$ cat src/rtl/core/wgs_pkg.sv
// weighted gram-schmidt unit: shared constants, codes, types and helpers
// no dependencies; imported by every module of the block
`timescale 1ns / 1ps

package wgs_pkg;

	localparam int DATA_W       = 32;
	localparam int ACC_W        = 64;
	localparam int FRAC_W       = 24;
	localparam int IDX_W        = 6;
	localparam int LEN_CFG_W    = 7;
	localparam int CNT_CFG_W    = 5;
	localparam int NORM_W       = 31;
	localparam int CFG_W        = 31;
	localparam int REG_IDX_W    = 2;
	localparam int SKIP_W       = 5;
	localparam int ROOT_W       = 28;
	localparam int RAD_W        = 2 * ROOT_W;
	localparam int QUO_W        = DATA_W + FRAC_W;
	localparam int MAX_LEN_DEF  = 64;
	localparam int MAX_VECS_DEF = 16;

	localparam logic [LEN_CFG_W-1:0] VECTOR_LENGTH_RST = 7'd64;
	localparam logic [CNT_CFG_W-1:0] VECTOR_COUNT_RST  = 5'd16;
	localparam logic [NORM_W-1:0]    MIN_NORM_RST      = 31'd1;
	localparam logic [SKIP_W-1:0]    SKIP_MAX          = 5'd31;

	localparam logic [REG_IDX_W-1:0] REG_VECTOR_LENGTH = 2'd0;
	localparam logic [REG_IDX_W-1:0] REG_VECTOR_COUNT  = 2'd1;
	localparam logic [REG_IDX_W-1:0] REG_MIN_NORM      = 2'd2;

	localparam logic signed [ACC_W-1:0]  SAT_HI  = 64'sd2147483647;
	localparam logic signed [ACC_W-1:0]  SAT_LO  = -64'sd2147483648;
	localparam logic signed [DATA_W-1:0] DATA_MAX = 32'sh7fffffff;
	localparam logic signed [DATA_W-1:0] DATA_MIN = 32'sh80000000;

	typedef enum logic [1:0] {
		CMD_LOAD_BASIS  = 2'd0,
		CMD_LOAD_WEIGHT = 2'd1,
		CMD_RUN         = 2'd2,
		CMD_READ        = 2'd3
	} cmd_t;

	typedef enum logic [1:0] {
		MAC_W,
		MAC_X,
		MAC_UPD
	} mac_kind_t;

	typedef struct packed {
		logic      valid;
		mac_kind_t kind;
		logic      first;
		logic      y_res;
	} mac_ctl_t;

	typedef enum logic [4:0] {
		S_IDLE,
		S_READ,
		S_RUN_INIT,
		S_COL,
		S_COPY,
		S_PROJ,
		S_DOT_W,
		S_DOT_GAP,
		S_DOT_X,
		S_DOT_END,
		S_UPD,
		S_DRAIN,
		S_SQRT_WAIT,
		S_CHECK,
		S_DIV_RD,
		S_DIV_GO,
		S_DIV_WAIT,
		S_DONE
	} state_t;

	function automatic logic signed [DATA_W-1:0] sat32(input logic signed [ACC_W-1:0] v);
		logic signed [DATA_W-1:0] r;
		if (v > SAT_HI) begin
			r = DATA_MAX;
		end else if (v < SAT_LO) begin
			r = DATA_MIN;
		end else begin
			r = v[DATA_W-1:0];
		end
		return r;
	endfunction

endpackage

$ cat src/rtl/core/wgs_div.sv
// restoring divider for normalising, one quotient bit per cycle, saturating
// depends on wgs_pkg
`timescale 1ns / 1ps

module wgs_div import wgs_pkg::*; (
	input  logic                     clk,
	input  logic                     arst_n,
	input  logic                     start,
	input  logic signed [DATA_W-1:0] x,
	input  logic [ROOT_W-1:0]        divisor,
	output logic                     done,
	output logic signed [DATA_W-1:0] quot
);

	localparam int CNT_W = $clog2(QUO_W + 1);

	logic [QUO_W-1:0]  dvd_q;
	logic [ROOT_W-1:0] rem_q, dsr_q;
	logic              neg_q;
	logic [CNT_W-1:0]  cnt_q;
	logic              run_q, done_q;
	logic [DATA_W-1:0] mag;
	logic [ROOT_W:0]   rem_sh, rem_nx;
	logic              ge, hi;

	assign mag    = x[DATA_W-1] ? DATA_W'(-x) : DATA_W'(x);
	assign rem_sh = {rem_q, dvd_q[QUO_W-1]};
	assign ge     = rem_sh >= {1'b0, dsr_q};
	assign rem_nx = ge ? rem_sh - {1'b0, dsr_q} : rem_sh;
	assign hi     = |dvd_q[QUO_W-1:DATA_W];

	always_ff @(posedge clk or negedge arst_n) begin
		if (!arst_n) begin
			run_q  <= 1'b0;
			done_q <= 1'b0;
			cnt_q  <= '0;
		end else begin
			done_q <= 1'b0;
			if (start) begin
				run_q <= 1'b1;
				cnt_q <= CNT_W'(QUO_W);
			end else if (run_q) begin
				cnt_q <= cnt_q - CNT_W'(1);
				if (cnt_q == CNT_W'(1)) begin
					run_q  <= 1'b0;
					done_q <= 1'b1;
				end
			end
		end
	end

	always_ff @(posedge clk) begin
		if (start) begin
			dvd_q <= {mag, {FRAC_W{1'b0}}};
			rem_q <= '0;
			dsr_q <= divisor;
			neg_q <= x[DATA_W-1];
		end else if (run_q) begin
			dvd_q <= {dvd_q[QUO_W-2:0], ge};
			rem_q <= rem_nx[ROOT_W-1:0];
		end
	end

	always_comb begin
		if (neg_q) begin
			if (hi || (dvd_q[DATA_W-1] && (|dvd_q[DATA_W-2:0]))) begin
				quot = DATA_MIN;
			end else begin
				quot = -$signed(dvd_q[DATA_W-1:0]);
			end
		end else begin
			if (hi || dvd_q[DATA_W-1]) begin
				quot = DATA_MAX;
			end else begin
				quot = $signed(dvd_q[DATA_W-1:0]);
			end
		end
	end

	assign done = done_q;

endmodule

$ cat config.mk
export PLATFORM = sky130hd
export DESIGN_NAME = wgs_div
export DESIGN_NICKNAME = d
export VERILOG_FILES = /design/src/rtl/core/wgs_pkg.sv /design/src/rtl/core/wgs_div.sv
export SDC_FILE = /design/constraint.sdc
export NUM_CORES = 1
export LEC_CHECK = 0
export BUFFER_PORTS_ARGS = -buffer_cell sky130_fd_sc_hd__buf_2
export CAP_MARGIN = 5
export CORE_UTILIZATION = 54
export DETAILED_ROUTE_END_ITERATION = 8
export PLACE_DENSITY_LB_ADDON = 0.05
export SYNTH_ARGS = -nofsm -noshare
export SYNTH_HDL_FRONTEND = slang
export SYNTH_SLANG_ARGS = --single-unit
$ cat constraint.sdc
create_clock -name clk -period 2.9 [get_ports clk]
set_input_delay 0.29 -clock clk [delete_from_list [all_inputs] [get_ports clk]]
set_output_delay 0.29 -clock clk [all_outputs]
set_load 0.1 [all_outputs]
======== Word-level counts from Yosys, hierarchy flattened ========
Cells that the tools add are included.
word-level totals
  register bits after elaboration ......... 121
  bits in latches ......................... 0
  memory bits (writable) .................. 0
  ROM bits ................................ 0
  input bits .............................. 63
  output and inout port bits .............. 33
  logic and storage cells ................. 35
  memories kept ........................... 0
operators by class
  add/sub/neg operators ................... 4
  $mul .................................... 0
  div/mod/pow operators ................... 0
  order comparisons ....................... 1
  eq/ne operators ......................... 1
  shifts and indexed selects .............. 0
  muxes and demuxes ....................... 15
  bitwise operators ....................... 0
  reductions and logical operators ........ 6
operator list
  kind                                                  number
  2-to-1 mux 32 bit                                     4
  2-to-1 mux 56 bit                                     2
  negation 32 bit                                       2
  OR reduction 31 bit                                   1
  >= comparator 29 x 28 -> 1 bit                        1
  2-to-1 mux 28 bit                                     1
  subtractor 28 bit                                     1
  OR reduction 24 bit                                   1
  2-to-1 mux 6 bit                                      2
  equality test 6 x 1 -> 1 bit (second input constant)  1
  2-to-1 mux 1 bit                                      6
  subtractor 6 x 1 -> 6 bit (second input constant)     1
  logical OR 1 bit                                      2
  nonzero test 2 bit                                    1
  logical AND 1 bit                                     1

======== Depth between registers and ports, before layout ========
  depth in word-level cells ............... 5
  gate-level depth with buffers ........... 13
  mapped depth without buffers ............ 11

======== Worst setup path before layout ========
No wires, ideal clock.
  path kind ............................... flip-flop to output port
  start ................................... register dvd_q[0]
  end ..................................... output quot[14]
  data arrival time ....................... 4586 ps
  required time ........................... 2610 ps
  setup slack ............................. -1976 ps
  stages on the path, launching flop included .. 10
  buffers on the path ..................... 1
  path through ............................ dfxtp_1 inv_1 ha_1 nor3b_1 nand4b_1 nand4bb_1 o41a_1 nand2b_4 buf_2 o311ai_1
between the ends
  cells in the longest elaborated chain, start to end .. 5
ends and longest elaborated chain
  what                                                                     RTL line       source
  start: declaration                                                       wgs_div.sv:17  logic [QUO_W-1:0] dvd_q;
  start signal: assignment                                                 wgs_div.sv:54  dvd_q <= {mag, {FRAC_W{1'b0}}};
  start signal: assignment                                                 wgs_div.sv:59  dvd_q <= {dvd_q[QUO_W-2:0], ge};
  parallel branches: the longest is 3 deep, another holds negation 32 bit  --
  2-to-1 mux 32 bit (*)                                                    wgs_div.sv:66  if (hi || (dvd_q[DATA_W-1] && (|dvd_q[DATA_W-2:0]))) begin
  2-to-1 mux 32 bit (*)                                                    wgs_div.sv:65  if (neg_q) begin
  end: declaration                                                         wgs_div.sv:12  output logic signed [DATA_W-1:0] quot
Mark *: on every way between the ends.

======== Final worst setup path ========
  start ................................... register dvd_q[0]
  end ..................................... output quot[31]
The elaborated chain is that of the path after synthesis.

==> flow_metrics.py <==
metrics = {
    "run_status": {
        "status": "finished, violations left",
        "violations": "negative setup slack",
    },
    "synthesis": {
        "synth_top_cells_by_count": "nand2_1, nor2_1, o21ai_0, edfxtp_1, dfxtp_1",
        "synth_edf_count": 61,
        "syn_area_um2": 7970,
        "ys_seq_area_share_pct": 38.6,
        "syn_nets": 1022,
        "synth_most_common_cell": "nand2_1",
        "synthesis.instances": 926,
        "synth_ff_type": "edfxtp_1",
        "synth.avg_cell_area_um2": 8.60,
        "yosys.area.top_type": "edfxtp_1",
        "synthDistinctLibCells": 70,
        "async_reset_ff_share_pct": 6.61,
        "synth_top_area_share_pct": 23.0,
        "synth_warnings": 0,
        "synthTopCellsByArea": "edfxtp_1, dfxtp_1, nand2_1",
        "ys_seq_elements": 121,
    },
    "critical_path": {
        "crit_type": "reg -> out",
        "r2r_cells": 12,
        "cp.arrival_ns": 3.17,
        "cp_max_fo": 4,
        "rr_startpoint": "dvd_q[55]$_DFFE_PP_",
        "startpoint": "dvd_q[0]$_SDFFE_PP0P_",
        "start_kind": "register",
        "r2r-end": "rem_q[22]$_SDFFE_PP0P_",
        "end_kind": "output port",
        "worstPathRequired_ns": 2.61,
        "ff2ff_setup_slack_ns": 0.06,
    },
    "sta": {
        "setup_violations": 31,
        "fin_crit_sh_pct": 119,
        "rsz0062_at_grt": "yes",
        "slew_violations": 0,
        "finalHoldViolations": 0,
        "maxSlewHeadroom_pct": 55.3,
        "tightest_slew_ns": 0.670,
        "finClkSkew_ns": 0.0110,
        "fmax_ghz": 0.289,
        "setup_ws_ns": -0.559,
        "period_minus_slack_ns": 3.46,
    },
    "die": {
        "die_w_um": 123,
        "rows": 44,
        "initial_core_util_pct": 55.0,
        "dieArea_um2": 15200,
        "io_pins": 96,
        "die_y_um": 123,
        "core_area_um2": 14500,
    },
    "place": {
        "placed_area_um2": 10200,
        "dp.cells": 1233,
        "globalplace.congestion": 0.934,
        "port_buffers": 95,
        "dp_hpwl_mm": 16.0,
    },
    "run": {
        "maxCapViolCount": 0,
    },
    "route": {
        "vias": 7932,
        "vias_per_cell": 6.16,
        "drtPass1Iterations": 6,
        "drcViolationCount": 0,
        "wirelength_mm": 23.4,
        "wl_per_cell_um": 18.2,
        "ant_nets": 0,
        "first_iter_violations": 637,
    },
    "power": {
        "cellLeakagePower_nw": 4.78,
        "ir_drop_mv": 0.499,
        "pwr-share-clk_pct": 28.1,
        "power_frac_comb_pct": 39.8,
        "swShare_pct": 35.4,
        "power.share.sequential_pct": 32.1,
        "p_per_area_nw_per_um2": 582,
        "p_int_mw": 4.29,
        "p_switching_mw": 2.35,
    },
    "final_layout": {
        "seq_area_um2": 3080,
        "stdcell_area_um2": 11400,
        "fillers": 947,
        "final_cells": 1288,
        "multiInputGateArea_um2": 5500,
        "n_antenna_cell": 0,
        "area_growth_pct": 43.2,
        "final_layout_size_suffix_gt1_share_pct": 32.1,
        "final_nets": 1187,
    },
    "cts": {
        "clk_latency_ns": 0.42,
        "clock-sinks": 121,
        "clock_path_buffers": 2,
        "clk_pin_slew_ns": 0.05,
        "cts.htree.levels": 4,
        "cts_tree": "yes",
        "cts-root-buf": "clkbuf_16",
        "cts_buffers": 17,
    },
    "global_route": {
        "antenna_found_initial": 0,
        "grt_max_degree": 46,
        "grt_remaining_overflow": 0,
        "grt_pass1_vias": 7652,
        "grt_pass1_wl_mm": 36.2,
        "grt_usage_pct": 30.4,
    },
    "worst_hold_path": {
        "hp-start": "divisor[14]",
        "hold_depth": 1,
        "min_to": "dsr_q[14]$_DFFE_PP_",
        "min_path_type": "in -> reg",
    },
}
## cell families (layout without fill, tap and decap cells)
logic type                 Yosys count  after routing  synth area share (%)
DFF                                121            121                  38.6
and+or+nand+nor                    342            342                  20.7
xor gates and xnor gates            59             59                  6.49
AOI/OAI and AO/OA                  241            241                  20.6
muxes                               26             26                  3.27
adders and majority gates           33             33                  5.28
buffers and inverters              104            282                  5.10
## cells in the final DEF, fill, tap and decap left out, types with 12 or more instances in the layout
cell       synthesis  final
edfxtp_1          61     61
buf_2              7     62
nor2_1            84     80
buf_12             0     38
mux2i_1           26     26
clkbuf_16          0     17
a21oi_1           28     21
a21o_1            12     12
nand2_1          121    109
buf_4              0     86
inv_1             48     45
o21ai_0           71     52
ha_1              32     24
xnor2_1           31     31
nand3_1           19     16
o21ai_1            5     14
nor3_1            28     24
xor2_1            28     28
o311ai_4           0     24
dfxtp_1           52     48
## repair_timing
item / 4_1_cts / 5_1_grt
gates cloned: 1 / 1
pin swaps: 11 / 36
gates resized for setup: 45 / 85
hold endpoints to repair: 8 / 0
buffers inserted: 3 / 18
hold buffers: 1 / 0
setup endpoints to repair: 49 / 57
## critical path: stages, from the launching register on
cell     delay (ns)
dfxtp_2        0.31
or3_4          0.38
or3_4          0.34
or3_4          0.34
or3_4          0.38
or3_4          0.35
nor2_1         0.12
a31oi_1        0.06
o31a_2         0.32
buf_12         0.17
## state kept, by name, indices dropped and copies added, names as in the netlist
register / count
dvd_q: 56
dsr_q: 28
run_q: 1
done: 1
cnt_q: 6
rem_q: 28
neg_q: 1
## metal layers
layer / share of wire [%] / track usage [%] / vias up
met2: 52 / 53.6 / 323
met4: 2.9 / 12.3 / 0
li1: - / - / 3755
met3: 5.6 / 4.57 / 62
met5: 0 / 0 / -
met1: 40 / 36.9 / 3792
## power groups by stage
stage          Sequential [mW]  Clock, mW  Combinational [mW]
5_1_grt                   2.15       1.95                2.83
2_1_floorplan             2.12          0                1.53
6_report                  2.13       1.86                2.64
3_3_place_gp              2.14          0                2.24
3_5_place_dp              2.15          0                2.29
4_1_cts                   2.12       1.88                2.35
## stage by stage
step	util (%)	TNS, ns	setup WS [ns]	total power [mW]	hold slack [ns]
final	78.8	-13.44	-0.559	6.63	0.0448
after global routing	78.8	-18.36	-0.622	6.94	0.0358
after CTS	75.2	-13.00	-0.502	6.35	0.0400
after detailed placement	70.2	-0.746	-0.106	4.44	0.148
after global placement	70.2	-0.353	-0.119	4.38	0.139
after floorplan	-	-10.01	-0.466	3.65	-0.00559
## area by class of cell
class                           count  share of cell area [%]
Clock inverter                      5                   0.197
Sequential cell                   121                    27.0
Tap cell                          184                    2.02
Clock buffer                       27                    4.32
Multi-Input combinational cell    701                    48.3
Inverter                           49                    1.61
Timing Repair Buffer              201                    16.6
## worst max path at each step
stage | end | slack [ns] | depth (start not counted)
finish | quot[31] | -0.56 | 9
global route | quot[31] | -0.62 | 9
CTS | quot[31] | -0.50 | 9
detailed placement | quot[31] | -0.11 | 9
global placement | quot[31] | -0.12 | 9
floorplan | quot[16] | -0.47 | 7
(Power assumes the default switching activity.)
