## config.mk

```make
export PLATFORM = sky130hd
export DESIGN_NAME = wgs_mac
export DESIGN_NICKNAME = d
export VERILOG_FILES = /design/src/rtl/core/wgs_pkg.sv /design/src/rtl/core/wgs_mac.sv
export SDC_FILE = /design/constraint.sdc
export NUM_CORES = 2
export LEC_CHECK = 0
export BUFFER_PORTS_ARGS = -buffer_cell sky130_fd_sc_hd__buf_2
export CAP_MARGIN = 20
export CELL_PAD_IN_SITES_DETAIL_PLACEMENT = 0
export CELL_PAD_IN_SITES_GLOBAL_PLACEMENT = 1
export CORE_AREA = 2 2 226 450
export DETAILED_ROUTE_END_ITERATION = 10
export DIE_AREA = 0 0 228 452
export PLACE_DENSITY = 0.87
export SLEW_MARGIN = 15
export SYNTH_ARGS = -nofsm -noshare
export SYNTH_HDL_FRONTEND = slang
export SYNTH_SLANG_ARGS = --single-unit
```

## constraint.sdc

```tcl
create_clock -name clk -period 19.2 [get_ports clk]
set_input_delay 0.96 -clock clk [delete_from_list [all_inputs] [get_ports clk]]
set_output_delay 0.96 -clock clk [all_outputs]
set_load 0.01 [all_outputs]
```

## src/rtl/core/wgs_pkg.sv

```systemverilog
// weighted gram-schmidt unit: shared constants, codes, types and helpers
// no dependencies; imported by every module of the block
`timescale 1ns / 1ps

package wgs_pkg;

	localparam int DATA_W       = 32;
	localparam int ACC_W        = 64;
	localparam int FRAC_W       = 24;
	localparam int IDX_W        = 6;
	localparam int LEN_CFG_W    = 7;
	localparam int CNT_CFG_W    = 5;
	localparam int NORM_W       = 31;
	localparam int CFG_W        = 31;
	localparam int REG_IDX_W    = 2;
	localparam int SKIP_W       = 5;
	localparam int ROOT_W       = 28;
	localparam int RAD_W        = 2 * ROOT_W;
	localparam int QUO_W        = DATA_W + FRAC_W;
	localparam int MAX_LEN_DEF  = 64;
	localparam int MAX_VECS_DEF = 16;

	localparam logic [LEN_CFG_W-1:0] VECTOR_LENGTH_RST = 7'd64;
	localparam logic [CNT_CFG_W-1:0] VECTOR_COUNT_RST  = 5'd16;
	localparam logic [NORM_W-1:0]    MIN_NORM_RST      = 31'd1;
	localparam logic [SKIP_W-1:0]    SKIP_MAX          = 5'd31;

	localparam logic [REG_IDX_W-1:0] REG_VECTOR_LENGTH = 2'd0;
	localparam logic [REG_IDX_W-1:0] REG_VECTOR_COUNT  = 2'd1;
	localparam logic [REG_IDX_W-1:0] REG_MIN_NORM      = 2'd2;

	localparam logic signed [ACC_W-1:0]  SAT_HI  = 64'sd2147483647;
	localparam logic signed [ACC_W-1:0]  SAT_LO  = -64'sd2147483648;
	localparam logic signed [DATA_W-1:0] DATA_MAX = 32'sh7fffffff;
	localparam logic signed [DATA_W-1:0] DATA_MIN = 32'sh80000000;

	typedef enum logic [1:0] {
		CMD_LOAD_BASIS  = 2'd0,
		CMD_LOAD_WEIGHT = 2'd1,
		CMD_RUN         = 2'd2,
		CMD_READ        = 2'd3
	} cmd_t;

	typedef enum logic [1:0] {
		MAC_W,
		MAC_X,
		MAC_UPD
	} mac_kind_t;

	typedef struct packed {
		logic      valid;
		mac_kind_t kind;
		logic      first;
		logic      y_res;
	} mac_ctl_t;

	typedef enum logic [4:0] {
		S_IDLE,
		S_READ,
		S_RUN_INIT,
		S_COL,
		S_COPY,
		S_PROJ,
		S_DOT_W,
		S_DOT_GAP,
		S_DOT_X,
		S_DOT_END,
		S_UPD,
		S_DRAIN,
		S_SQRT_WAIT,
		S_CHECK,
		S_DIV_RD,
		S_DIV_GO,
		S_DIV_WAIT,
		S_DONE
	} state_t;

	function automatic logic signed [DATA_W-1:0] sat32(input logic signed [ACC_W-1:0] v);
		logic signed [DATA_W-1:0] r;
		if (v > SAT_HI) begin
			r = DATA_MAX;
		end else if (v < SAT_LO) begin
			r = DATA_MIN;
		end else begin
			r = v[DATA_W-1:0];
		end
		return r;
	endfunction

endpackage

```

## src/rtl/core/wgs_mac.sv

```systemverilog
// two stage multiply, round and accumulate datapath for dots and updates
// depends on wgs_pkg; fed by wgs_store read data
`timescale 1ns / 1ps

module wgs_mac import wgs_pkg::*; #(
	parameter int LEN_AW = 6
) (
	input  logic                     clk,
	input  logic                     arst_n,
	input  mac_ctl_t                 op,
	input  logic [LEN_AW-1:0]        op_row,
	input  logic signed [DATA_W-1:0] w_rdata,
	input  logic signed [DATA_W-1:0] basis_rdata,
	input  logic signed [DATA_W-1:0] res_a_rdata,
	input  logic signed [DATA_W-1:0] res_b_rdata,
	input  logic signed [DATA_W-1:0] coef,
	output logic signed [ACC_W-1:0]  tot,
	output logic                     upd_we,
	output logic [LEN_AW-1:0]        upd_row,
	output logic signed [DATA_W-1:0] upd_data,
	output logic                     busy
);

	localparam logic signed [ACC_W-1:0] RND_HALF = ACC_W'(1) <<< (FRAC_W - 1);

	mac_ctl_t                 ctl_s1, ctl_s2;
	logic [LEN_AW-1:0]        row_s1, row_s2;
	logic signed [DATA_W-1:0] r_s2;
	logic signed [ACC_W-1:0]  prod_s2;
	logic signed [ACC_W-1:0]  acc_q, tot_q;
	logic signed [DATA_W-1:0] opa, opb;
	logic signed [ACC_W-1:0]  prod;
	logic signed [ACC_W-1:0]  rnd;

	always_comb begin
		opa = '0;
		opb = '0;
		case (ctl_s1.kind)
			MAC_W: begin
				opa = w_rdata;
				opb = ctl_s1.y_res ? res_a_rdata : basis_rdata;
			end
			MAC_X: begin
				opa = res_a_rdata;
				opb = sat32(acc_q);
			end
			MAC_UPD: begin
				opa = coef;
				opb = res_a_rdata;
			end
			default: begin
				opa = '0;
				opb = '0;
			end
		endcase
	end

	assign prod = opa * opb;
	assign rnd  = (prod_s2 + RND_HALF) >>> FRAC_W;

	always_ff @(posedge clk or negedge arst_n) begin
		if (!arst_n) begin
			ctl_s1 <= '0;
			ctl_s2 <= '0;
		end else begin
			ctl_s1 <= op;
			ctl_s2 <= ctl_s1;
		end
	end

	always_ff @(posedge clk) begin
		row_s1  <= op_row;
		row_s2  <= row_s1;
		r_s2    <= res_b_rdata;
		prod_s2 <= prod;
		if (ctl_s2.valid && ctl_s2.kind == MAC_W) begin
			acc_q <= ctl_s2.first ? rnd : acc_q + rnd;
		end
		if (ctl_s2.valid && ctl_s2.kind == MAC_X) begin
			tot_q <= ctl_s2.first ? rnd : tot_q + rnd;
		end
	end

	assign tot      = tot_q;
	assign upd_we   = ctl_s2.valid && (ctl_s2.kind == MAC_UPD);
	assign upd_row  = row_s2;
	assign upd_data = sat32(ACC_W'(r_s2) - rnd);
	assign busy     = ctl_s1.valid | ctl_s2.valid;

endmodule

```

# --- After elaboration in Yosys (flattened, before gate mapping) ---
# Index checks and enable logic that the tools add are counted.
# W data, S select, Z words.
classes:
  magnitude_cmp: 4
  bitwise: 1
  n_mul: 1
  n_reduce_logical: 5
  addsub: 4
  n_mux: 9
  eq_ne: 4
op_table:
  columns: ["operator", "count"]
  rows:
  - ["$pmux W32 S3", 2]
  - ["$mux W32", 5]
  - ["$add A64 B40 Y64", 2]
  - ["$mux W64", 2]
  - ["$add A64 B25 Y64 const B", 1]
  - ["$gt A64 B32 Y1 const B", 1]
  - ["$lt A64 B32 Y1 const B", 1]
  - ["$mul A32 B32 Y64", 1]
  - ["$gt A41 B32 Y1 const B", 1]
  - ["$lt A41 B32 Y1 const B", 1]
  - ["$sub A32 B40 Y41", 1]
  - ["$eq A2 B1 Y1 const B", 2]
  - ["$eq A2 B2 Y1 const B", 2]
  - ["$logic_not A2 Y1", 2]
  - ["$logic_and A1 B1 Y1", 3]
  - ["$or A1 B1 Y1", 1]
totals:
  output_inout_bits: 104
  word_cells: 41
  in_bits: 173
  ff_bits: 245

# --- Logic depth before layout (Yosys ltp) ---
depth:
  depth_word: 5
  ltp_mapped: 40
  depth_no_buf: 37

# --- Least setup slack after synthesis ---
# No wires, ideal clock.
synth_timing:
  kind: "register to register"
  start: "register ctl_s1[2] (netlist name)"
  end: "register prod_s2[63]"
  t_arrival_ps: 9041
  slack_ps: 10031
  n_path_buf: 5
  stages_incl_launch_ff: 33
  setup_time_ps: 128
  path_cell_list: "dfrtp_1 > clkbuf_1 > clkbuf_1 > buf_1 > clkbuf_1 > o22a_1 > clkbuf_1 > nor2_1 > fa_1 > inv_1 > fa_1 > fa_1 > fa_1 > fa_1 > inv_1 > fa_1 > fa_1 > fa_1 > ha_1 > a21o_1 > a21o_1 > a21oi_1 > nor2b_1 > o21ai_0 > a21oi_1 > a211oi_1 > o21ai_2 > a31oi_1 > nor4_2 > o22a_2 > o41ai_2 > mux2i_1 > nand4_1"
synth_between:
  elab_chain_cells: 3
  word_cells_on_any_way: 6
  cone_classes: "1 x mul; 2 x eq/ne; 2 x mux; 1 x reduce/logical"
synth_rtl:
  columns: ["item", "line_no", "rtl"]
  rows:
  - ["from (decl)", "wgs_mac.sv:26", "mac_ctl_t ctl_s1, ctl_s2;"]
  - ["from (signal assigned)", "wgs_mac.sv:66", "ctl_s1 <= op;"]
  - ["$eq A2 B2 Y1 (tied with other cells)", "wgs_mac.sv:38", "case (ctl_s1.kind)"]
  - ["$pmux W32 S3", "wgs_mac.sv:38", null]
  - ["$mul A32 B32 Y64 (*)", "wgs_mac.sv:58", "assign prod = opa * opb;"]
  - ["via prod[63]", "wgs_mac.sv:32", "logic signed [ACC_W-1:0] prod;"]
  - ["to (signal assigned)", "wgs_mac.sv:75", "prod_s2 <= prod;"]
  - ["to (decl)", "wgs_mac.sv:29", "logic signed [ACC_W-1:0] prod_s2;"]
# Mark *: on every way through the listed nets, which the timed path passes. The rest lies on a longest branch.
# A chain may end at the register's enable or synchronous reset.

# --- Final worst setup path ---
layout_timing:
  start: "register acc_q[54]"
  end: "register prod_s2[63]"
layout_between:
  elab_chain_cells: 5
  word_cells_on_any_way: 6
  cone_classes: "1 x mul; 2 x order compare; 3 x mux"
layout_rtl:
  columns: ["item", "line_no", "rtl"]
  rows:
  - ["from (decl)", "wgs_mac.sv:30", "logic signed [ACC_W-1:0] acc_q, tot_q;"]
  - ["from (signal assigned)", "wgs_mac.sv:77", "acc_q <= ctl_s2.first ? rnd : acc_q + rnd;"]
  - ["$lt A64 B32 Y1", "wgs_pkg.sv:82", "end else if (v < SAT_LO) begin"]
  - ["$mux W32", "wgs_pkg.sv:82", null]
  - ["$mux W32 (*)", "wgs_pkg.sv:80", "if (v > SAT_HI) begin"]
  - ["$pmux W32 S3 (*)", "wgs_mac.sv:38", null]
  - ["$mul A32 B32 Y64 (*)", "wgs_mac.sv:58", null]
  - ["via prod[63]", "wgs_mac.sv:32", null]
# Marks and branches as above.

==> flow_metrics.py <==
metrics = {
    "floorplan": {
        "core_sq_um": 99700,
        "die_w_um": 228,
        "num_io_pins": 277,
        "die-area_sq_um": 103000,
        "die_h_um": 452,
        "fp-row-count": 164,
        "start_util": 0.535,
    },
    "yosys": {
        "syn-instance-count": 6023,
        "yosys.area.top_type_share": 0.407,
        "synth_fa_ha_area_frac": 0.489,
        "yosys_warnings": 0,
        "yosysSeqAreaShare": 0.108,
        "synth_edf_count": 128,
        "muxShareOfSynthArea": 0.0149,
        "synth_simple_gate_area_share": 0.132,
        "syn_area_sq_um": 53300,
        "ys_types": 85,
        "synth-main-ff-cell": "edfxtp_1",
        "yosys.area_share.xor_xnor": 0.0399,
        "synth_area_leaders": "fa_1, ha_1, inv_1",
        "synth_area_per_cell_sq_um": 8.85,
        "synth_fp_nets": 7627,
        "synth_compound_area_frac": 0.117,
        "yosys.area.top_type": "fa_1",
        "netlist_top_cells_count": "inv_1, fa_1, nand2_1",
        "synth_top_family_by_area": "adder cells",
        "yosys.cell_count.top_type": "inv_1",
        "ys_async_sr_fraction": 0.0405,
        "ys_ff_latch": 222,
    },
    "clock_network": {
        "clockRootBuffer": "clkbuf_16",
        "cts_buffers": 23,
        "cts_setup_buffers": 0,
        "cts_tree": "done",
        "clk_latency_ns": 0.60,
        "cts_hold_buffers": 0,
        "cts.path.max_buffers": 3,
        "cts_num_sinks": 222,
        "cts.clk_slew.worst_paths_ns": 0.07,
        "cts-resized-gates": 0,
        "htreeDepth": 1,
    },
    "worst_setup_path": {
        "slowest_delay_ns": 0.80,
        "end_kind": "flop",
        "critPathLaunchType": "flop",
        "cp_slowest_cell": "nor4_2",
        "crit_required_ns": 19.66,
        "crit_start": "acc_q[54]$_DFFE_PP_",
        "r2r-start": "acc_q[54]$_DFFE_PP_",
        "ff2ff_path_depth": 34,
        "cp_max_fo": 29,
        "cpMostUsedCell": "fa_1",
        "worstPathArrival_ns": 11.66,
        "rrSetupSlack_ns": 8.00,
        "worst-setup-path-type": "reg2reg",
    },
    "placed_design": {
        "gp_congestion": 1.08,
        "port_buffers": 276,
        "dp.cells": 7499,
        "hpwl_mm": 180,
    },
    "finish": {
        "fin_nets": 7801,
        "syn2layout_area_growth_pct": 7.72,
        "drive_gt1_frac": 0.0866,
        "final_cells": 7557,
        "fillerInstances": 9199,
    },
    "job": {
        "max_cap_violations": 0,
    },
    "global_routing": {
        "overflow": 0,
        "antenna_found_initial": 20,
        "grt_pass1_vias": 50200,
        "grt_max_degree": 65,
        "grt_first_pass_wirelength_mm": 323,
        "grt_use_total": 0.439,
    },
    "routing": {
        "drc_errors": 0,
        "antenna_left": 0,
        "vias_per_cell": 6.11,
        "drt_first_pass_iters": 7,
        "wl_per_cell_um": 29.6,
        "vias": 46200,
        "totalWireLength_mm": 224,
        "drt_iter0_drc": 3568,
    },
    "timing": {
        "setup_viol": 0,
        "setup_tns_ns": 0,
        "max_freq_mhz": 89.3,
        "hold_ws_ns": 0.290,
        "rsz0062_at_grt": "no",
        "fin_crit_sh": 0.583,
        "drv_slew": 0,
        "finalCriticalPeriod_ns": 11.20,
        "fin_worst_skew_ns": 0.0350,
        "final_hold_viol_count": 0,
        "tightest_slew_ns": 1.35,
        "slew-limit-headroom": 0.0991,
    },
    "hold_path": {
        "holdCritPathClass": "in2async",
    },
    "status": {
        "outcome": "finished clean",
    },
}
-- layout by cell type, fill, tap and decap left out, types with 31 or more instances in the layout --
master,Yosys,final
inv_1,1139,1140
fa_1,1085,1085
nand2_1,711,711
nor2_1,607,607
ha_1,346,346
buf_2,3,276
a21oi_1,271,265
o21ai_0,219,210
a21o_1,174,174
xnor2_1,145,142
buf_4,3,142
edfxtp_1,128,128
xor2_1,98,98
dfxtp_1,85,85
nand3_1,61,61
mux2i_1,60,60
nand4_1,56,56
o21bai_1,49,49
o21a_1,47,47
nor3_1,33,33
a31oi_1,32,31
and3_1,31,31
-- cell type report --
type / instances / area [sq um] / share of cell area
Clock inverter: 12 / 124 / 0.00216
Inverter: 1140 / 4280 / 0.0745
Multi-Input combinational cell: 4392 / 42400 / 0.739
Timing Repair Buffer: 418 / 2450 / 0.0426
Sequential cell: 222 / 5780 / 0.101
Tap cell: 1328 / 1660 / 0.0289
Clock buffer: 30 / 654 / 0.0114
Antenna cell: 15 / 37.5 / 0.000654
-- stage by stage --
step | area (sq um) | util | setup WS, ns
global placement | 56600 | 0.567 | 8.24
CTS | 57400 | 0.575 | 8.25
global route | 57400 | 0.576 | 7.53
detailed placement | 56600 | 0.568 | 8.29
floorplan | 53300 | - | 10.03
finish | 57400 | 0.576 | 8.00
-- kinds of logic (layout without fill, tap and decap cells) --
group           count (synthesis)  count (layout)
compound gates                984             984
xor+xnor                      243             243
fa+ha+maj                    1431            1431
buf+inv                      1409            1600
flops                         222             222
mux                            77              77
other cells                     0              15
simple gates                 1657            1657
-- worst paths after layout --
check / endpoint
min in group clk: upd_row[3]$_DFF_P_
hold / removal: ctl_s2[1]$_DFF_PN0_
max in group asynchronous: ctl_s1[3]$_DFF_PN0_
setup reg to reg: prod_s2[63]$_DFF_P_
setup / recovery: prod_s2[63]$_DFF_P_
hold reg to reg: upd_row[3]$_DFF_P_
-- state kept, by name, indices dropped and copies added (netlist names) --
name     count
acc_q       64
ctl_s1       5
ctl_s2       4
prod_s2     41
r_s2        32
row_s1       6
tot         64
upd_row      6
-- worst max-delay path: cells and delay by family (launching register included) --
kind	cells	cell delay, ns
muxes	1	0.23
DFF	1	0.48
AOI/OAI and AO/OA	12	3.00
adders and majority gates	9	4.30
and+or+nand+nor	9	2.02
buffers and inverters	3	0.94
-- metal layers --
| layer | GRT usage | part of all wire | vias to the layer above |
|---|---|---|---|
| li1 | - | - | 19300 |
| met1 | 0.410 | 0.29 | 22900 |
| met2 | 0.742 | 0.48 | 2735 |
| met3 | 0.109 | 0.089 | 1272 |
| met4 | 0.490 | 0.14 | 8 |
| met5 | 0 | 0.00027 | - |
Power is not shown: default switching activity piles up to over one toggle a cycle in this logic, so the estimate is an artifact.
