--- src/rtl/core/wgs_pkg.sv ---
// weighted gram-schmidt unit: shared constants, codes, types and helpers
// no dependencies; imported by every module of the block
`timescale 1ns / 1ps

package wgs_pkg;

	localparam int DATA_W       = 32;
	localparam int ACC_W        = 64;
	localparam int FRAC_W       = 24;
	localparam int IDX_W        = 6;
	localparam int LEN_CFG_W    = 7;
	localparam int CNT_CFG_W    = 5;
	localparam int NORM_W       = 31;
	localparam int CFG_W        = 31;
	localparam int REG_IDX_W    = 2;
	localparam int SKIP_W       = 5;
	localparam int ROOT_W       = 28;
	localparam int RAD_W        = 2 * ROOT_W;
	localparam int QUO_W        = DATA_W + FRAC_W;
	localparam int MAX_LEN_DEF  = 64;
	localparam int MAX_VECS_DEF = 16;

	localparam logic [LEN_CFG_W-1:0] VECTOR_LENGTH_RST = 7'd64;
	localparam logic [CNT_CFG_W-1:0] VECTOR_COUNT_RST  = 5'd16;
	localparam logic [NORM_W-1:0]    MIN_NORM_RST      = 31'd1;
	localparam logic [SKIP_W-1:0]    SKIP_MAX          = 5'd31;

	localparam logic [REG_IDX_W-1:0] REG_VECTOR_LENGTH = 2'd0;
	localparam logic [REG_IDX_W-1:0] REG_VECTOR_COUNT  = 2'd1;
	localparam logic [REG_IDX_W-1:0] REG_MIN_NORM      = 2'd2;

	localparam logic signed [ACC_W-1:0]  SAT_HI  = 64'sd2147483647;
	localparam logic signed [ACC_W-1:0]  SAT_LO  = -64'sd2147483648;
	localparam logic signed [DATA_W-1:0] DATA_MAX = 32'sh7fffffff;
	localparam logic signed [DATA_W-1:0] DATA_MIN = 32'sh80000000;

	typedef enum logic [1:0] {
		CMD_LOAD_BASIS  = 2'd0,
		CMD_LOAD_WEIGHT = 2'd1,
		CMD_RUN         = 2'd2,
		CMD_READ        = 2'd3
	} cmd_t;

	typedef enum logic [1:0] {
		MAC_W,
		MAC_X,
		MAC_UPD
	} mac_kind_t;

	typedef struct packed {
		logic      valid;
		mac_kind_t kind;
		logic      first;
		logic      y_res;
	} mac_ctl_t;

	typedef enum logic [4:0] {
		S_IDLE,
		S_READ,
		S_RUN_INIT,
		S_COL,
		S_COPY,
		S_PROJ,
		S_DOT_W,
		S_DOT_GAP,
		S_DOT_X,
		S_DOT_END,
		S_UPD,
		S_DRAIN,
		S_SQRT_WAIT,
		S_CHECK,
		S_DIV_RD,
		S_DIV_GO,
		S_DIV_WAIT,
		S_DONE
	} state_t;

	function automatic logic signed [DATA_W-1:0] sat32(input logic signed [ACC_W-1:0] v);
		logic signed [DATA_W-1:0] r;
		if (v > SAT_HI) begin
			r = DATA_MAX;
		end else if (v < SAT_LO) begin
			r = DATA_MIN;
		end else begin
			r = v[DATA_W-1:0];
		end
		return r;
	endfunction

endpackage

--- src/rtl/core/wgs_sqrt.sv ---
// bit serial integer square root, one root bit per cycle
// depends on wgs_pkg
`timescale 1ns / 1ps

module wgs_sqrt import wgs_pkg::*; (
	input  logic              clk,
	input  logic              arst_n,
	input  logic              start,
	input  logic [RAD_W-1:0]  value,
	output logic              done,
	output logic [ROOT_W-1:0] root
);

	localparam int REM_W = ROOT_W + 3;
	localparam int CNT_W = $clog2(ROOT_W + 1);

	logic [RAD_W-1:0]  rad_q;
	logic [REM_W-1:0]  rem_q;
	logic [ROOT_W-1:0] root_q;
	logic [CNT_W-1:0]  cnt_q;
	logic              run_q, done_q;
	logic [REM_W-1:0]  rem_sh, trial, rem_nx;
	logic              ge;

	assign rem_sh = {rem_q[REM_W-3:0], rad_q[RAD_W-1 -: 2]};
	assign trial  = {1'b0, root_q, 2'b01};
	assign ge     = rem_sh >= trial;
	assign rem_nx = ge ? rem_sh - trial : rem_sh;

	always_ff @(posedge clk or negedge arst_n) begin
		if (!arst_n) begin
			run_q  <= 1'b0;
			done_q <= 1'b0;
			cnt_q  <= '0;
		end else begin
			done_q <= 1'b0;
			if (start) begin
				run_q <= 1'b1;
				cnt_q <= CNT_W'(ROOT_W);
			end else if (run_q) begin
				cnt_q <= cnt_q - CNT_W'(1);
				if (cnt_q == CNT_W'(1)) begin
					run_q  <= 1'b0;
					done_q <= 1'b1;
				end
			end
		end
	end

	always_ff @(posedge clk) begin
		if (start) begin
			rad_q  <= value;
			rem_q  <= '0;
			root_q <= '0;
		end else if (run_q) begin
			rad_q  <= rad_q << 2;
			rem_q  <= rem_nx;
			root_q <= {root_q[ROOT_W-2:0], ge};
		end
	end

	assign done = done_q;
	assign root = root_q;

endmodule

--- config.mk ---
export PLATFORM = sky130hd
export DESIGN_NAME = wgs_sqrt
export DESIGN_NICKNAME = d
export VERILOG_FILES = /design/src/rtl/core/wgs_pkg.sv /design/src/rtl/core/wgs_sqrt.sv
export SDC_FILE = /design/constraint.sdc
export NUM_CORES = 1
export LEC_CHECK = 0
export ABC_AREA = 0
export BUFFER_PORTS_ARGS = -buffer_cell sky130_fd_sc_hd__buf_2
export CORE_MARGIN = 3
export CORE_UTILIZATION = 30
export DETAILED_ROUTE_END_ITERATION = 6
export GPL_TIMING_DRIVEN = 0
export PLACE_DENSITY_LB_ADDON = 0.12
export REMOVE_ABC_BUFFERS = 1
export SYNTH_ARGS = -nofsm -noshare
export SYNTH_HDL_FRONTEND = slang
export SYNTH_SLANG_ARGS = --single-unit
--- constraint.sdc ---
create_clock -name clk -period 2.2 [get_ports clk]
set_input_delay 0.44 -clock clk [delete_from_list [all_inputs] [get_ports clk]]
set_output_delay 0.44 -clock clk [all_outputs]
set_load 0.02 [all_outputs]
# Yosys cells after proc, flatten, opt, wreduce, memory -nomap -nowiden
# Cells that the tools add are included.
# word_totals
wordCells,22
in_bits,59
output_inout_bits,29
register_bits,120
# op_classes
n_addsub,2
n_lt_le_gt_ge,1
eq_ne,1
mux,11
reduce_logical,1
# op_table
op,count
two-way mux 56 bit,2
greater-or-equal comparator 31 x 30 -> 1 bit,1
two-way mux 29 bit,1
subtractor 29 bit,1
two-way mux 5 bit,2
two-way mux 1 bit,6
== test 5 x 1 -> 1 bit (second input constant),1
subtractor 5 x 1 -> 5 bit (second input constant),1
nonzero test 2 bit,1

# Logic depth before layout (Yosys ltp)
# Gate-level depths: netlist (run 1).
# depth
depth_word,4
depth_mapped,14
mapped_depth_nobuf,10

# Worst setup path after synthesis (run 1)
# Ideal clock, no wire load.
# synth_timing
path_type,register to register
from,"reg root_q[14], in the netlist root[14]"
to,reg rem_q[12]
path_slack_ns,-0.394
setup_ns,0.086
required_ns,2.114
t_arrival_ns,2.509
path_stages_with_launch,14
synth_period_minus_slack_ns,2.594
n_path_buf,3
path_cell_list,dfxtp_1 inv_1 ha_1 buf_2 a21oi_2 o21ai_1 or3_4 nor3_4 nor2_2 a21o_1 buf_6 buf_12 mux2i_1 a211oi_1
# synth_via
elab_chain_cells,2
# synth_lines
item,line_no,rtl
"start, declared",wgs_sqrt.sv:19,logic [ROOT_W-1:0] root_q;
"start signal, assigned",wgs_sqrt.sv:58,"root_q <= {root_q[ROOT_W-2:0], ge};"
greater-or-equal comparator 31 x 30 -> 1 bit,wgs_sqrt.sv:27,assign ge = rem_sh >= trial;
two-way mux 29 bit,wgs_sqrt.sv:28,assign rem_nx = ge ? rem_sh - trial : rem_sh;
"end signal, assigned",wgs_sqrt.sv:57,rem_q <= rem_nx;
"end, declared",wgs_sqrt.sv:18,logic [REM_W-1:0] rem_q;
# No other way between the ends.
# A chain may end at the register's enable or synchronous reset.

# Final worst setup path (run 1)
# layout_timing
from,"reg root_q[12], in the netlist root[12]"
to,reg rem_q[6]
# The elaborated chain is that of the path after synthesis.

==> run_results.csv, run 1 <==
group,metric,value,unit
grt,antenna_found_initial,0,
sta,finalClockSkew,0.01319,ns
synth,syn_avg_cell_area,10.56,um2
final_layout,postLayoutCoreUtil,0.4193,
drt,drt_iter0_drc,238,
drt,vias_per_cell,4.915,
pwr,power.leakage,3.928,nW
pwr,switchingPower,0.004867,W
worst_setup_path,cp_slowest_stage_delay,0.40,ns
grt,grt_usage,0.1355,
sta,hold_ws,0.3005,ns
placed_design,pre_cts_ws,-1.256,ns
pwr,p_sw_frac,0.3813,
synth,synth_top_area_cell,"edfxtp_1",
sta,worst_slack,-0.2898,ns
worst_setup_path,crit_fanout,6,
pwr,p_comb_frac,0.558,
floorplan,row_count,54,
sta,finalMaxSlewViolations,0,
sta,relSlewSlack,0.6052,
pwr,p_clk_frac,0.207,
final_layout,area_growth,36.27,%
worst_setup_path,critical_path_required,2.53,ns
synth,async_flop_share,0.05833,
placed_design,portBuffers,87,
flow_run,maxCapViolCount,0,
sta,setup_viol,29,
synth,yosysSeqAreaShare,0.4423,
sta,hold_viol_final,0,
synth,synth_area_leaders,"edfxtp_1 25%, dfxtp_1 17%, mux2_2 9.0%",
synth,netlist_instances,642,
sta,finalCritPeriodShare,1.132,
sta,setup_tns,-5.349,ns
drt,vias,5303,
pwr,power.density,1382,mW/mm2
floorplan,start_util,0.3077,
clock_network,cts.sinks,120,
sta,clock.fmax,401.6,MHz
worst_setup_path,critPathArrivalTime,2.82,ns
placed_design,gp_congestion,0.7834,
synth,syn_area,0.006778,mm2
synth,ys_types,72,
floorplan,die_h,156.3,um
grt,grt_pass1_wl,26940,um
worst_setup_path,crit_family,"simple AND/OR/NAND/NOR gates",
clock_network,cts_tree,"yes",
drt,wirelength,16290,um
synth,ys.flop_type,"dfxtp_1",
grt,grt_pass1_vias,5274,
drt,ant_nets,0,
worst_setup_path,crit_path_end_kind,"flop",
drt,first_pass_iters,4,
placed_design,dp.final_hpwl,10490,um
pwr,p_int,0.007898,W
synth,synth-edff-count,56,
worst_setup_path,cp_cell_sequence,"inv_2 > ha_4 > a21oi_2 > o21ai_1 > or3_4 > nor3_4 > nor2_4 > buf_6 > a21o_4 > mux2i_1 > a211oi_1",
floorplan,core-area,0.02203,mm2
sta,rsz0062_at_grt,"true",
worst_setup_path,path_buf_inv,2,
final_layout,drive_above_1_share,0.4819,
clock_network,path_clk_slew,0.06,ns
min_path,hold_class,"primary input to flop",
floorplan,die_x,156.3,um
synth,synth_most_common_cell,"nor2_1",
synth,synth_common_cells,"75 x nor2_1, 57 x dfxtp_1, 56 x edfxtp_1",
drt,drc,0,
clock_network,h-tree-depth,4,
clock_network,numCtsBuffers,17,
floorplan,io_pins,88,
grt,overflow,0,
final_layout,fin_nets,877,
pwr,seqPwrFrac,0.235,
clock_network,clock_latency,0.43,ns
clock_network,clock_path_buffers,2,
run_status,status,"finished with violations",
floorplan,die-area,0.02443,mm2
clock_network,ctsRootBufferMaster,"clkbuf_16",
run_status,violations,"setup timing",
worst_setup_path,cp-start-kind,"flop",
synth,ys_ff_latch,120,
worst_setup_path,crit_type,"flop to flop",
synth,yosys_warnings,0,
pwr,irDropWorstVdd,0.0007195,V
sta,worst_slew_pin_slew,0.5923,ns
drt,routedWlPerCell,15.10,um
synth,yosysTopAreaCellShare,0.2481,
final_layout,insertedDiodeCount,0,
worst_setup_path,critical_path.slowest_cell,"or3_4",
sta,period_minus_slack,2.490,ns
grt,grt_max_degree,70,
## placed cells by master, fill, tap and decap left out, drive strengths merged, types with 16 or more instances in the layout
master  synthesis  routed
a21o           13      16
edfxtp         56      56
nor2           76      76
a21oi          29      29
buf            16     156
a211oi         20      20
mux2i          44      44
dfxtp          57      57
mux2           54      54
o21ai          18      18
nand2          23      23
inv            40      50
clkbuf         19      17
ha             32      32
xnor2          18      18
## metrics by stage
step | cell area, um2 | power (W) | std cells
after detailed placement | 7412 | 0.007735 | 977
after CTS | 8939 | 0.01226 | 1061
after global placement | 7338 | 0.007702 | 974
after floorplan | 6553 | 0.006657 | 607
after global routing | 9236 | 0.01360 | 1079
final | 9236 | 0.01277 | 1079
## final timing paths
| path | start | endpoint | slack, ns | cells past startpoint |
|---|---|---|---|---|
| worst max-delay path | root[12] | rem_q[6] | -0.29 | 11 |
| worst min-delay path | value[1] | rad_q[1] | 0.30 | 2 |
| worst max register to register | root[12] | rem_q[6] | -0.29 | 11 |
| worst min register to register | rem_q[27] | rem_q[27] | 0.48 | 2 |
| max in group asynchronous | arst_n | run_q | 1.65 | 2 |
| min in group asynchronous | arst_n | done | 0.38 | 2 |
## flip-flops by register name (all words and copies together) (netlist names)
register,count
cnt_q,5
done,1
rad_q,56
rem_q,29
root,28
run_q,1
## routing by layer
| metal | wire [um] | GRT usage | up-vias |
|---|---|---|---|
| met5 | 0 | 0 | - |
| met4 | 241 | 0.04335 | 0 |
| met3 | 861 | 0.04287 | 20 |
| met2 | 7870 | 0.2215 | 97 |
| met1 | 7319 | 0.1708 | 2557 |
| li1 | - | - | 2629 |
## final cells by class
cell class / count / area (um2)
fillers: 2177 / 12790
multi-input cells: 450 / 4061
flip-flops and latches: 120 / 3054
repair buffers: 157 / 1062
clock buffers: 17 / 425.4
well taps: 280 / 350.3
inverters: 40 / 155.1
clock inverters: 15 / 127.6
## timing repair
item | 4_1_cts | 5_1_grt
hold buffers | 1 | 0
endpoints found under the hold margin | 7 | 0
endpoints found under the setup margin | 61 | 30
buffers inserted | 49 | 17
gates cloned | 2 | 1
pin swaps | 54 | 43
gates resized for setup | 130 | 39
## power groups by stage
stage	Sequential, W	Combinational (W)	Clock, W
6_report	0.00299	0.00712	0.00265
3_5_place_dp	0.00295	0.00479	0
2_1_floorplan	0.00290	0.00375	0
4_1_cts	0.00298	0.00655	0.00274
3_3_place_gp	0.00294	0.00477	0
5_1_grt	0.00304	0.00772	0.00284
## kinds of logic (layout without fill, tap and decap cells)
group                      count (synthesis)  in the layout  synth area share
AOI/OAI and AO/OA                        125            128            0.1296
DFF                                      120            120            0.4423
and+or+nand+nor                          166            166            0.1253
xor gates and xnor gates                  26             26           0.03360
adders and majority gates                 32             32           0.05907
muxes                                     98             98            0.1547
buffers and inverters                     75            229           0.05538
Power figures use the tool's default switching activity.
==> run 2: changes to the inputs <==
ABC_AREA = default   (was 0)
CAP_MARGIN = 0   (was default)
RECOVER_POWER = 50   (was default)
==> run_results.csv, run 2 (synthesis results as in run 1) <==
group,metric,value,unit
sta,clock.fmax,401.9,MHz
grt,grt_pass1_wl,26940,um
sta,finalClockSkew,0.01246,ns
clock_network,h-tree-depth,4,
clock_network,ctsRootBufferMaster,"clkbuf_16",
floorplan,die_x,156.3,um
clock_network,numCtsBuffers,17,
floorplan,row_count,54,
final_layout,drive_above_1_share,0.4581,
worst_setup_path,critical_path.slowest_cell,"or3_4",
worst_setup_path,crit_type,"flop to flop",
floorplan,io_pins,88,
clock_network,clock_latency,0.43,ns
grt,grt_usage,0.1355,
final_layout,postLayoutCoreUtil,0.4183,
final_layout,layout_common_cells,"73 x nor2_1, 67 x buf_2, 58 x buf_4",
sta,worst_slack,-0.2884,ns
floorplan,start_util,0.3077,
sta,finalCritPeriodShare,1.131,
drt,first_pass_iters,4,
sta,worst_slew_pin_slew,0.5922,ns
worst_setup_path,cp_cell_sequence,"inv_2 > ha_4 > a21oi_2 > o21ai_1 > or3_4 > nor3_4 > nor2_4 > buf_6 > a21o_4 > mux2i_1 > a211oi_1",
floorplan,die_h,156.3,um
clock_network,path_clk_slew,0.06,ns
final_layout,largest_reg_flops,56,
drt,wirelength,16340,um
min_path,hold_class,"primary input to flop",
placed_design,dp.final_hpwl,10490,um
floorplan,core-area,0.02203,mm2
grt,antenna_found_initial,0,
sta,rsz0062_at_grt,"true",
final_layout,largest_register,"rad_q",
grt,overflow,0,
drt,drc,0,
final_layout,fin_nets,877,
sta,setup_tns,-5.352,ns
drt,vias,5313,
grt,grt_pass1_vias,5274,
worst_setup_path,cp-start-kind,"flop",
placed_design,pre_cts_ws,-1.256,ns
grt,grt_max_degree,70,
final_layout,area_growth,35.92,%
run_status,violations,"setup timing",
worst_setup_path,crit_fanout,6,
worst_setup_path,cp_slowest_stage_delay,0.40,ns
final_layout,insertedDiodeCount,0,
sta,finalMaxSlewViolations,0,
flow_run,maxCapViolCount,0,
pwr,irDropWorstVdd,0.0007195,V
pwr,power.leakage,3.845,nW
clock_network,cts.sinks,120,
drt,ant_nets,0,
worst_setup_path,crit_path_end_kind,"flop",
worst_setup_path,critical_path_required,2.53,ns
sta,period_minus_slack,2.488,ns
run_status,status,"finished with violations",
sta,setup_viol,30,
sta,hold_viol_final,0,
final_layout,mostFrequentLayoutCell,"nor2_1",
sta,relSlewSlack,0.6052,
drt,routedWlPerCell,15.15,um
clock_network,cts_tree,"yes",
drt,drt_iter0_drc,243,
placed_design,gp_congestion,0.7834,
final_layout,final_cells,1079,
drt,vias_per_cell,4.924,
placed_design,dp_cells,977,
pwr,power.density,1386,mW/mm2
clock_network,clock_path_buffers,2,
floorplan,die-area,0.02443,mm2
worst_setup_path,critPathArrivalTime,2.82,ns
placed_design,portBuffers,87,
## run 2: metrics by stage
step / hold slack (ns) / area [um2] / power [W]
6_report: 0.3007 / 9213 / 0.01277
5_1_grt: 0.2912 / 9213 / 0.01360
4_1_cts: 0.2771 / 8939 / 0.01226
3_5_place_dp: 0.2811 / 7412 / 0.007735
3_3_place_gp: 0.2751 / 7338 / 0.007702
2_1_floorplan: 0.1444 / 6553 / 0.006657
## run 2: power by group
group | internal, W | switching [W]
clock | 0.00148 | 0.00117
combinational | 0.00371 | 0.00342
sequential | 0.00271 | 0.000285
## run 2: metal layers
metal,share of wire,vias to the layer above,GRT usage
met4,0.015,0,0.04335
met1,0.45,2569,0.1708
met5,0,-,0
li1,-,2627,-
met3,0.052,20,0.04287
met2,0.48,97,0.2215
## run 2: critical path: cells and delay by family, from the launching register on
| family | cells | cell delay (ns) |
|---|---|---|
| AO/OA/AOI/OAI | 4 | 0.75 |
| adder cells (fa/ha/maj) | 1 | 0.24 |
| buffers and inverters | 2 | 0.17 |
| flip-flops | 1 | 0.34 |
| multiplexers | 1 | 0.14 |
| AND/OR/NAND/NOR | 3 | 0.76 |
## run 2: worst paths after layout
kind,slack (ns),startpoint,depth (start not counted),to
min reg2reg,0.48,rem_q[27],2,rem_q[27]
max reg2reg,-0.29,root[12],11,rem_q[6]
max in group asynchronous,1.45,arst_n,2,run_q
min,0.30,value[1],2,rad_q[1]
min in group asynchronous,0.45,arst_n,2,done
max,-0.29,root[12],11,rem_q[6]
## run 2: repair_timing
item	4_1_cts	5_1_grt
pin swaps	54	43
setup buffers	49	17
gates resized for setup	130	39
setup endpoints to repair	61	30
endpoints found under the hold margin	7	0
hold buffers	1	0
gates cloned	2	1
## run 2: layout make-up
cell class,instances,area (um2)
Timing Repair Buffer,157,1039
Clock buffer,17,425.4
Clock inverter,15,127.6
Sequential cell,120,3054
Inverter,40,155.1
Fill cell,2172,12810
Tap cell,280,350.3
Multi-Input combinational cell,450,4061
==> run 3: changes to the inputs <==
CTS_BUF_LIST = sky130_fd_sc_hd__clkbuf_8   (was default)
==> run_results.csv, run 3 (synthesis results as in run 1) <==
group,metric,value,unit
clock_network,clock_path_buffers,2,
sta,worst_slack,-0.3381,ns
clock_network,ctsRootBufferMaster,"clkbuf_8",
worst_setup_path,critical_path_required,2.55,ns
pwr,power.leakage,3.715,nW
clock_network,numCtsBuffers,17,
sta,finalMaxSlewViolations,0,
grt,grt_pass1_wl,26830,um
grt,antenna_found_initial,0,
final_layout,final_area,0.008907,mm2
sta,setup_tns,-7.215,ns
drt,ant_nets,0,
grt,overflow,0,
final_layout,mostFrequentLayoutCell,"nor2_1",
floorplan,die_x,156.3,um
final_layout,layout_common_cells,"73 x nor2_1, 70 x buf_2, 56 x edfxtp_1",
drt,drc,0,
worst_setup_path,cp-start-kind,"flop",
final_layout,fin_nets,864,
flow_run,maxCapViolCount,0,
sta,period_minus_slack,2.538,ns
clock_network,h-tree-depth,4,
worst_setup_path,critPathArrivalTime,2.89,ns
final_layout,largest_reg_flops,56,
sta,worst_slew_pin_slew,0.6002,ns
final_layout,drive_above_1_share,0.4504,
drt,vias,5252,
worst_setup_path,cp_cell_sequence,"inv_2 > ha_4 > o211ai_1 > o21bai_4 > o211a_4 > nor3_4 > nor2_4 > buf_12 > a21o_4 > mux2i_1 > a211oi_1",
floorplan,die_h,156.3,um
pwr,power.density,1343,mW/mm2
drt,routedWlPerCell,15.15,um
sta,finalCritPeriodShare,1.154,
worst_setup_path,crit_path_end_kind,"flop",
sta,finalClockSkew,0.02059,ns
floorplan,start_util,0.3077,
run_status,status,"finished with violations",
clock_network,path_clk_slew,0.10,ns
worst_setup_path,cp_slowest_stage_delay,0.35,ns
clock_network,clock_latency,0.46,ns
drt,first_pass_iters,4,
sta,setup_viol,30,
worst_setup_path,critical_path.slowest_cell,"dfxtp_2",
sta,rsz0062_at_grt,"true",
run_status,violations,"setup timing",
min_path,hold_class,"primary input to flop",
placed_design,dp.final_hpwl,10490,um
floorplan,row_count,54,
worst_setup_path,crit_fanout,6,
floorplan,core-area,0.02203,mm2
final_layout,largest_register,"rad_q",
grt,grt_max_degree,70,
clock_network,cts.sinks,120,
clock_network,cts_tree,"yes",
pwr,irDropWorstVdd,0.0005272,V
placed_design,place_area,0.007412,mm2
sta,relSlewSlack,0.5998,
floorplan,io_pins,88,
grt,grt_usage,0.1347,
drt,wirelength,16160,um
sta,clock.fmax,394.0,MHz
placed_design,gp_congestion,0.7834,
floorplan,die-area,0.02443,mm2
drt,drt_iter0_drc,196,
final_layout,area_growth,31.42,%
worst_setup_path,crit_type,"flop to flop",
sta,hold_viol_final,0,
grt,grt_pass1_vias,5258,
placed_design,portBuffers,87,
drt,vias_per_cell,4.927,
final_layout,insertedDiodeCount,0,
==> run 3: changes by cell type in the layout (fill, tap and decap cells not counted), moves of 2 or more <==
cell,delta
buf_6,+2
inv_2,+2
ha_2,+2
buf_4,-15
clkbuf_8,+17
buf_2,+3
dfxtp_1,+2
clkbuf_16,-17
clkbuf_1,-3
ha_4,-2
==> run 3: what timing repair did <==
action / CTS / global route
setup buffers: 39 / 14
gates cloned: 3 / 0
pin swaps: 51 / 31
endpoints found under the setup margin: 61 / 30
hold endpoints to repair: 7 / 0
hold buffers: 1 / 0
resized for setup: 126 / 39
==> run 3: worst max-delay path, delay by kind of cell (launching register included) <==
family / cells / cell delay, ns
mux: 1 / 0.14
buf+inv: 2 / 0.19
compound gates: 5 / 1.13
fa+ha+maj: 1 / 0.22
flops: 1 / 0.35
simple gates: 2 / 0.40
==> run 3: per-layer routing <==
layer | global-route usage | vias to the layer above | routed length, um
met5 | 0 | - | 0
met4 | 0.04168 | 0 | 219
met1 | 0.1698 | 2551 | 7335
met2 | 0.2225 | 80 | 7846
met3 | 0.04065 | 17 | 753
li1 | - | 2604 | -
==> run 3: final cells by class <==
class	count	area [um2]
inverter	40	152.6
multi-input combinational	450	4041
tap	280	350.3
clock buffer	17	234.0
timing repair buffer	144	952.2
clock inverter	15	127.6
fill	2198	13120
sequential	120	3049
==> run 3: power by group <==
group	internal, W	leakage [nW]	switching (W)	total [W]
Combinational	0.00367	2.37	0.00342	0.00708
Sequential	0.00270	1.16	0.000281	0.00298
Clock	0.000820	0.187	0.00108	0.00190
==> run 3: final timing paths <==
| path | depth (start not counted) | startpoint | slack, ns | end |
|---|---|---|---|---|
| max | 11 | root[0] | -0.34 | rem_q[6] |
| min | 2 | value[1] | 0.27 | rad_q[1] |
| max reg2reg | 11 | root[0] | -0.34 | rem_q[6] |
| min reg2reg | 2 | rem_q[27] | 0.48 | rem_q[27] |
| max in group asynchronous | 2 | arst_n | 1.48 | run_q |
| min in group asynchronous | 2 | arst_n | 0.42 | done |
==> run 3: stage by stage <==
stage | power [W] | instances | setup slack (ns) | hold slack [ns] | util
2_1_floorplan | 0.006657 | 607 | -1.696 | 0.1444 | -
3_3_place_gp | 0.007702 | 974 | -3.070 | 0.2751 | 0.3332
3_5_place_dp | 0.007735 | 977 | -1.256 | 0.2811 | 0.3365
4_1_cts | 0.01138 | 1052 | -0.2881 | 0.2319 | 0.3931
5_1_grt | 0.01278 | 1066 | -0.4519 | 0.2437 | 0.4044
6_report | 0.01197 | 1066 | -0.3381 | 0.2713 | 0.4044
